--- src/rtl/core/nlp_pkg.sv ---
// ---------------------------------------------------------------------------
// nlp_pkg
// Shared types and constants for the next lexicographic permutation pipeline.
// ---------------------------------------------------------------------------
`default_nettype none

package nlp_pkg;

  localparam int unsigned Slots    = 8;
  localparam int unsigned ElemW    = 4;
  localparam int unsigned LenW     = 4;
  localparam int unsigned IdxW     = 3;
  localparam int unsigned WordW    = Slots * ElemW;

  typedef logic [Slots-1:0][ElemW-1:0] elems_t;

  typedef struct packed {
    logic             valid;
    elems_t           elems;
    logic [LenW-1:0]  len;
    logic             found;
    logic [IdxW-1:0]  pivot;
  } stage_t;

endpackage

`default_nettype wire

--- src/rtl/core/nlp_pivot.sv ---
// ---------------------------------------------------------------------------
// nlp_pivot
// First stage: unpacks and masks the sequence, finds the last ascent.
// ---------------------------------------------------------------------------
`default_nettype none

module nlp_pivot
  import nlp_pkg::*;
#(
  parameter int unsigned EffMax = 8
) (
  input  logic                clk_i,
  input  logic                rst_ni,
  input  logic                accept_i,
  input  logic [WordW-1:0]    perm_in_i,
  input  logic [LenW-1:0]     seq_length_i,
  output stage_t              stage_o
);

  stage_t               stage_d, stage_q;
  logic [LenW-1:0]      len;
  logic [Slots-2:0]     asc;

  always_comb begin
    len = (seq_length_i > LenW'(EffMax)) ? LenW'(EffMax) : seq_length_i;
    stage_d       = '0;
    stage_d.valid = accept_i;
    stage_d.len   = len;
    for (int k = 0; k < Slots; k++) begin
      stage_d.elems[k] = (LenW'(k) < len) ? perm_in_i[k*ElemW +: ElemW] : '0;
    end
    for (int k = 0; k < Slots - 1; k++) begin
      asc[k] = (LenW'(k + 1) < len) && (stage_d.elems[k] < stage_d.elems[k+1]);
    end
    stage_d.found = |asc;
    stage_d.pivot = '0;
    for (int k = 0; k < Slots - 1; k++) begin
      if (asc[k]) begin
        stage_d.pivot = IdxW'(k);
      end
    end
  end

  always_ff @(posedge clk_i or negedge rst_ni) begin
    if (!rst_ni) begin
      stage_q <= '0;
    end else begin
      stage_q <= stage_d;
    end
  end

  assign stage_o = stage_q;

endmodule

`default_nettype wire

--- src/rtl/core/nlp_swap.sv ---
// ---------------------------------------------------------------------------
// nlp_swap
// Second stage: swaps the pivot with the rightmost larger element after it.
// ---------------------------------------------------------------------------
`default_nettype none

module nlp_swap
  import nlp_pkg::*;
(
  input  logic    clk_i,
  input  logic    rst_ni,
  input  stage_t  stage_i,
  output stage_t  stage_o
);

  stage_t             stage_d, stage_q;
  logic [ElemW-1:0]   piv_val;
  logic [Slots-1:0]   larger;
  logic [IdxW-1:0]    swap_idx;

  always_comb begin
    stage_d  = stage_i;
    piv_val  = stage_i.elems[stage_i.pivot];
    swap_idx = stage_i.pivot;
    for (int k = 0; k < Slots; k++) begin
      larger[k] = (IdxW'(k) > stage_i.pivot) && (LenW'(k) < stage_i.len)
                  && (stage_i.elems[k] > piv_val);
      if (larger[k]) begin
        swap_idx = IdxW'(k);
      end
    end
    if (stage_i.found) begin
      stage_d.elems[stage_i.pivot] = stage_i.elems[swap_idx];
      stage_d.elems[swap_idx]      = piv_val;
    end
  end

  always_ff @(posedge clk_i or negedge rst_ni) begin
    if (!rst_ni) begin
      stage_q <= '0;
    end else begin
      stage_q <= stage_d;
    end
  end

  assign stage_o = stage_q;

endmodule

`default_nettype wire

--- src/rtl/core/nlp_reverse.sv ---
// ---------------------------------------------------------------------------
// nlp_reverse
// Third stage: reverses the non-increasing tail after the pivot when one was
// found, and packs the result beat.
// ---------------------------------------------------------------------------
`default_nettype none

module nlp_reverse
  import nlp_pkg::*;
(
  input  logic              clk_i,
  input  logic              rst_ni,
  input  stage_t            stage_i,
  output logic              done_o,
  output logic [WordW-1:0]  perm_out_o,
  output logic              exhausted_o
);

  logic               done_d, done_q;
  logic [WordW-1:0]   perm_d, perm_q;
  logic               exh_d, exh_q;
  logic [LenW-1:0]    src;

  always_comb begin
    done_d = stage_i.valid;
    exh_d  = !stage_i.found;
    perm_d = '0;
    src    = '0;
    for (int k = 0; k < Slots; k++) begin
      src = stage_i.len + LenW'(stage_i.pivot) - LenW'(k);
      if (stage_i.found && (IdxW'(k) > stage_i.pivot) && (LenW'(k) < stage_i.len)) begin
        perm_d[k*ElemW +: ElemW] = stage_i.elems[src[IdxW-1:0]];
      end else begin
        perm_d[k*ElemW +: ElemW] = stage_i.elems[k];
      end
    end
  end

  always_ff @(posedge clk_i or negedge rst_ni) begin
    if (!rst_ni) begin
      done_q <= 1'b0;
    end else begin
      done_q <= done_d;
    end
  end

  always_ff @(posedge clk_i) begin
    perm_q <= perm_d;
    exh_q  <= exh_d;
  end

  assign done_o      = done_q;
  assign perm_out_o  = perm_q;
  assign exhausted_o = exh_q;

endmodule

`default_nettype wire

--- src/rtl/core/next_lexicographic_permutation.sv ---
// ---------------------------------------------------------------------------
// next_lexicographic_permutation
// Returns the next sequence in ascending lexicographic order of a packed
// sequence of up to eight 4-bit elements.
// ---------------------------------------------------------------------------
// usage:
//   command channel: drive perm_in_i and seq_length_i with start high; the
//   beat is taken at a rising edge where start is high and busy is low.
//   busy stays low, so a new beat may be issued in every cycle.
//   result channel: done_o is high for one cycle with perm_out_o and
//   exhausted_o, once the beat has passed the pivot, swap and reversal registers.
//   throughput: one beat per cycle, set by the three register stages
//   (pivot search, swap, tail reversal).
//   the length is clamped to MAX_LEN and to eight slots; positions at or
//   beyond it read as zero. exhausted_o flags a sequence with no successor,
//   which then comes back unchanged.
//   reset clears the stage valid bits; beats in flight are dropped.
//   results cannot be held off by the receiver; they must be taken in the
//   cycle done_o is high.
// ---------------------------------------------------------------------------
`default_nettype none

module next_lexicographic_permutation
  import nlp_pkg::*;
#(
  parameter int unsigned MAX_LEN = 8
) (
  input  logic              clk_i,
  input  logic              rst_ni,
  input  logic              start,
  output logic              busy,
  input  logic [WordW-1:0]  perm_in_i,
  input  logic [LenW-1:0]   seq_length_i,
  output logic              done_o,
  output logic [WordW-1:0]  perm_out_o,
  output logic              exhausted_o
);

  localparam int unsigned EffMax = (MAX_LEN < Slots) ? MAX_LEN : Slots;

  stage_t pivot_stage;
  stage_t swap_stage;

  assign busy = 1'b0;

  nlp_pivot #(
    .EffMax(EffMax)
  ) u_pivot (
    .clk_i       (clk_i),
    .rst_ni      (rst_ni),
    .accept_i    (start && !busy),
    .perm_in_i   (perm_in_i),
    .seq_length_i(seq_length_i),
    .stage_o     (pivot_stage)
  );

  nlp_swap u_swap (
    .clk_i  (clk_i),
    .rst_ni (rst_ni),
    .stage_i(pivot_stage),
    .stage_o(swap_stage)
  );

  nlp_reverse u_reverse (
    .clk_i      (clk_i),
    .rst_ni     (rst_ni),
    .stage_i    (swap_stage),
    .done_o     (done_o),
    .perm_out_o (perm_out_o),
    .exhausted_o(exhausted_o)
  );

`ifndef SYNTHESIS
  a_done_follows_start: assert property (@(posedge clk_i) disable iff (!rst_ni)
    done_o |-> $past(start, 3))
    else $error("result beat without a command beat three cycles earlier");

  a_short_exhausted: assert property (@(posedge clk_i) disable iff (!rst_ni)
    (done_o && ($past(seq_length_i, 3) < LenW'(2))) |-> exhausted_o)
    else $error("short sequence not flagged exhausted");

  a_next_differs: assert property (@(posedge clk_i) disable iff (!rst_ni)
    (done_o && !exhausted_o) |-> (perm_out_o != $past(perm_in_i, 3)))
    else $error("successor equals its input");
`endif

endmodule

`default_nettype wire
--- config.mk ---
export PLATFORM = sky130hd
export DESIGN_NAME = next_lexicographic_permutation
export DESIGN_NICKNAME = d
export VERILOG_FILES = /design/src/rtl/core/nlp_pkg.sv /design/src/rtl/core/nlp_pivot.sv /design/src/rtl/core/nlp_swap.sv /design/src/rtl/core/nlp_reverse.sv /design/src/rtl/core/next_lexicographic_permutation.sv
export SDC_FILE = /design/constraint.sdc
export NUM_CORES = 1
export LEC_CHECK = 0
export BUFFER_PORTS_ARGS = -buffer_cell sky130_fd_sc_hd__buf_2
export CAP_MARGIN = 20
export CORE_MARGIN = 2
export CORE_UTILIZATION = 48
export CTS_BUF_LIST = sky130_fd_sc_hd__clkbuf_2 sky130_fd_sc_hd__clkbuf_4 sky130_fd_sc_hd__clkbuf_8
export CTS_CLUSTER_DIAMETER = 40
export DETAILED_ROUTE_END_ITERATION = 10
export GPL_ROUTABILITY_DRIVEN = 0
export HOLD_SLACK_MARGIN = 0.12
export MAX_ROUTING_LAYER = met4
export PLACE_DENSITY_LB_ADDON = 0.05
export REMOVE_ABC_BUFFERS = 1
export SKIP_CTS_REPAIR_TIMING = 1
export SLEW_MARGIN = 20
export SYNTH_ARGS = -nofsm -noshare
export SYNTH_HDL_FRONTEND = slang
export SYNTH_HIERARCHICAL = 1
export SYNTH_SLANG_ARGS = --single-unit
--- constraint.sdc ---
create_clock -name clk_i -period 10.7 [get_ports clk_i]
set_input_delay 1.07 -clock clk_i [delete_from_list [all_inputs] [get_ports clk_i]]
set_output_delay 1.07 -clock clk_i [all_outputs]
set_load 0.005 [all_outputs]
* After elaboration in Yosys (flattened, before gate mapping) *
Cells that the tools add are included.

cells by class
  $lt $le $gt $ge = 68
  $add $sub $neg = 8
  reductions and logical operators = 43
  mux-type cells = 58

operators by type and width
  operator                                                               count
  4-bit binary-select mux with 3-bit select                              10
  4-bit 2-to-1 mux                                                       29
  32-bit bitwise mux                                                     2
  3-bit by 4-bit < comparator with 1-bit output, first input constant    12
  1-bit logical AND                                                      41
  3-bit by 4-bit < comparator with 1-bit output, second input constant   10
  3-bit 2-to-1 mux                                                       13
  4-bit > comparator                                                     8
  32-bit 2-to-1 mux                                                      1
  4-bit < comparator                                                     7
  4-bit demux with 3-bit select                                          2
  3-bit > comparator, first input constant                               8
  1-bit by 4-bit < comparator with 1-bit output, first input constant    6
  2-bit by 4-bit < comparator with 1-bit output, first input constant    6
  1-bit by 3-bit > comparator with 1-bit output, first input constant    4
  2-bit by 3-bit > comparator with 1-bit output, first input constant    4
  3-bit subtractor, second input constant                                4
  7-bit OR reduction                                                     1
  3-bit by 1-bit >= comparator with 1-bit output, second input constant  2
  3-bit by 2-bit subtractor with 3-bit output, second input constant     2
  4-bit > comparator, second input constant                              1
  3-bit adder                                                            1
  3-bit by 1-bit subtractor with 3-bit output, second input constant     1
  1-bit zero test                                                        1
  1-bit 2-to-1 mux                                                       1

storage, ports and cells
  output and inout port bits = 35
  word-level logic and storage cells = 204
  bits of input ports = 39
  register bits = 116

* Depth between registers and ports, before layout *
  word-level depth = 18
  gate-level depth with buffers = 18
  mapped depth without buffers = 16

* By module *
Netlist, hierarchy kept.

modules (own cells, without submodules)
  module                          area each (µm²)  times used  seq. area each (µm²)  cells each
  nlp_swap                        3175.5           1           1026.0                351
  nlp_reverse                     2433.6           1           685.7                 244
  nlp_pivot                       1919.3           1           1026.0                176
  next_lexicographic_permutation  11.3             1           0.0                   2

* Worst setup path before layout *
OpenSTA, ideal clock, no wires.

  kind = reg-to-reg
  start = register u_pivot.stage_q, in the netlist u_pivot/stage_o[0]
  end = register u_swap.stage_q, in the netlist u_swap/stage_o[9]
  buffers on the path = 2
  cell stages (with the launch flop) = 15
  setup slack = 6190 ps
  data arrival time = 4352 ps
  library setup time = 158 ps
  data required time = 10542 ps
  clock period less this slack = 4510 ps
  cells stage by stage = dfrtp_1 > buf_2 > buf_1 > mux4_2 > mux2i_1 > ha_1 > and4_1 > or4_4 > a21oi_4 > a21oi_2 > a21boi_4 > mux2_2 > a222oi_1 > and2_4 > o221ai_1

RTL lines
  what                    RTL line         text
  from (decl)             nlp_pivot.sv:20  stage_t stage_d, stage_q;
  from (signal assigned)  nlp_pivot.sv:48  stage_q <= stage_d;
  to (signal assigned)    nlp_swap.sv:42   stage_q <= stage_d;
  to (decl)               nlp_swap.sv:16   stage_t stage_d, stage_q;

==> results.toml <==
[status]
status = "completed"

[global_route]
gr-usage-all-layers_pct = 27.96
grt_overflow = 0
antenna_found_initial = 0
grt_max_degree = 84
grt_pass1_wl_mm = 34.27
grt_pass1_vias = 6295

[routing]
finalWirelength_mm = 21.88
drt_iter0_drc = 833
post_drt_wl_per_cell_um = 20.68
viasPerCell = 6.204
drc = 0
dr.pass1.iters = 6
via_count = 6564
ant_nets = 0

[yosys]
synth_flop_cell = "dfrtp_1"
async_flop_share_pct = 71.55
synth_cells = 773
synth_warnings = 6
syn_area_um2 = 7540
synth_cell_type_count = 92
synth-seq-cells = 116
syn_area_per_cell_um2 = 9.754
synth_edf_count = 0
synth-seq-area-share_pct = 36.31

[timing]
max_clock_freq_mhz = 181.9
finalHoldViolCount = 0
setup_violations = 0
skew_ns = 0.01820
maxSlewHeadroom_pct = 34.74
fin_crit_sh_pct = 51.38
fin_setup_tns_ns = 0
maxSlewViolCount = 0
hold-worst-slack_ns = 0.3514
grt_setup_unrepaired = "no"
fin_crit_ns = 5.498
worst_pin_slew_ns = 0.9731

[clock_network]
numCtsBuffers = 17
cts.sinks = 116
clock-root-buffer = "clkbuf_8"
cts_tree = "yes"
clkTransAtPathRegs_ns = 0.08
clk_latency_ns = 0.46
clock_path_buffers = 2
cts_max_level = 4

[placement]
dp_hpwl_mm = 16.31
numPortBuffers = 72
dpl_cell_area_um2 = 8028

[setup_path]
critical_path.cell_chain = "inv_1, nor2_1, a222oi_1, a21oi_1, inv_1, ha_1, and3_1, a221oi_1, o22ai_1, nor4_1, and2_1, nor3b_4, a222oi_1, and2_4, a31oi_1"
cp.arrival_ns = 5.87
critPathRequiredTime_ns = 11.07
cp_slowest_stage_delay_ns = 0.80
crit_type = "reg2reg"
worst_setup_path_start_kind = "register"
critPathSlowestCell = "dfrtp_1"
cp-end-kind = "register"
path_max_fanout = 19

[power]
p_leak_nw = 3.784
power_per_cell_area_nw_per_um2 = 251.6
peakVddDrop_mv = 0.08846
fin_total_pwr_mw = 2.125

[finish]
layout-drive-gt1-share_pct = 21.37
n_antenna_cell = 0
syn_to_final_growth_pct = 12.01
utilization_pct = 55.35
nets = 924
fin_area_um2 = 8446

[die]
start_util_pct = 49.41
die_w_um = 129.3
coreArea_um2 = 15260
die_area_um2 = 16730
rows = 45
die_height_um = 129.3
ios = 74

[hold_path]
hold_path.class = "reg2reg"

[flow_run]
maxCapViolations = 0
cells in the mapped netlist (all sizes together) (10+ instances only):
cell type / number / area [µm²]
dfrtp: 83 / 2077
a22oi: 12 / 90.09
and2: 18 / 117.6
nand2b: 11 / 68.82
nor3: 10 / 50.05
dfxtp: 33 / 660.6
clkbuf: 22 / 82.58
nor2b: 18 / 112.6
mux4: 31 / 701.9
ha: 50 / 625.6
buf: 14 / 93.84
mux2i: 20 / 200.2
o21ai: 25 / 125.1
nor2: 63 / 239.0
inv: 46 / 172.7
nand3: 19 / 100.1
a21oi: 41 / 227.7
nand2: 94 / 352.8
a31oi: 25 / 171.4
routing by layer:
layer | routed length, µm | GRT usage [%] | up-vias | part of all wire, %
met4 | 985 | 14.19 | 0 | 4.5
met3 | 1490 | 5.244 | 90 | 6.8
li1 | - | - | 2958 | -
met2 | 10720 | 46.28 | 398 | 49
met1 | 8690 | 32.60 | 3118 | 40
met5 | 0 | - | - | 0
sequential cells by signal (all words and copies together) (netlist names):
signal and cells:
u_reverse/exhausted_o 1, u_reverse/perm_out_o 32, u_reverse/done_o 1, u_pivot/stage_o 41
u_swap/stage_o 41
placed cells by master, fill, tap and decap left out, types with 4 or more instances in the layout:
cell type / netlist / layout
nand2_1: 94 / 94
dfrtp_1: 83 / 83
buf_2: 6 / 71
nor2_1: 62 / 62
ha_1: 50 / 50
inv_1: 46 / 46
a21oi_1: 37 / 37
dfxtp_1: 33 / 33
mux4_2: 30 / 30
a31oi_1: 24 / 24
o21ai_0: 20 / 20
clkbuf_8: 0 / 19
mux2i_1: 20 / 19
nor2b_1: 18 / 18
nand3_1: 18 / 18
and2_1: 15 / 15
a22oi_1: 12 / 12
nand2b_1: 11 / 11
nor3_1: 10 / 10
o22ai_1: 8 / 8
mux2_2: 8 / 8
o221ai_1: 7 / 7
and3_1: 7 / 7
a32oi_1: 7 / 7
buf_4: 1 / 6
a21o_1: 6 / 6
a211oi_1: 6 / 6
o211ai_1: 6 / 6
clkinvlp_4: 0 / 5
o21ai_1: 5 / 5
a221o_1: 5 / 5
or2_2: 4 / 4
or3_1: 4 / 4
nor4_1: 4 / 4
cell families after synthesis:
family	Yosys count	synth area share, %
and+or+nand+nor	271	17.84
AOI/OAI and AO/OA	185	17.64
DFF	116	36.31
buffers and inverters	83	4.680
muxes	59	13.16
adders and majority gates	51	8.563
xor gates and xnor gates	7	1.759
other	1	0.04974
power breakdown:
group / total, mW / leakage, nW / internal [mW] / switching, mW
logic: 1.04 / 2.31 / 0.467 / 0.570
clock network: 0.394 / 0.181 / 0.198 / 0.196
registers: 0.694 / 1.29 / 0.551 / 0.144
total: 2.13 / 3.78 / 1.22 / 0.910
area by class of cell:
cell class / count / area [µm²]
flip-flops and latches: 116 / 2738
clock inverters: 13 / 125.1
well taps: 211 / 264.0
inverters: 47 / 176.4
multi-input cells: 574 / 4453
clock buffers: 19 / 261.5
repair buffers: 78 / 427.9
fillers: 1383 / 6813
through the flow:
step	setup slack (ns)	instances
floorplan	6.305	737
global placement	5.536	1025
detailed placement	5.340	1025
CTS	5.381	1057
global route	4.822	1058
finish	5.202	1058
worst max-delay path: cells and delay by family (launching register included):
kind | cells | cell delay, ns
AOI/OAI and AO/OA | 6 | 1.64
adders and majority gates | 1 | 0.41
buffers and inverters | 2 | 0.64
DFF | 1 | 0.80
and+or+nand+nor | 6 | 1.91
worst paths after layout:
path | start | to | slack, ns | cells after the start
worst min-delay path | u_swap/stage_o[40] | u_reverse/done_o | 0.35 | 0
worst max register to register | u_pivot/stage_o[1] | u_swap/stage_o[13] | 5.20 | 15
worst max-delay path | u_pivot/stage_o[1] | u_swap/stage_o[13] | 5.20 | 15
min in group asynchronous | rst_ni | u_pivot/stage_o[24] | 0.51 | 1
max in group asynchronous | rst_ni | u_swap/stage_o[39] | 9.60 | 2
worst min register to register | u_swap/stage_o[40] | u_reverse/done_o | 0.35 | 0
Power figures use the tool's default switching activity.
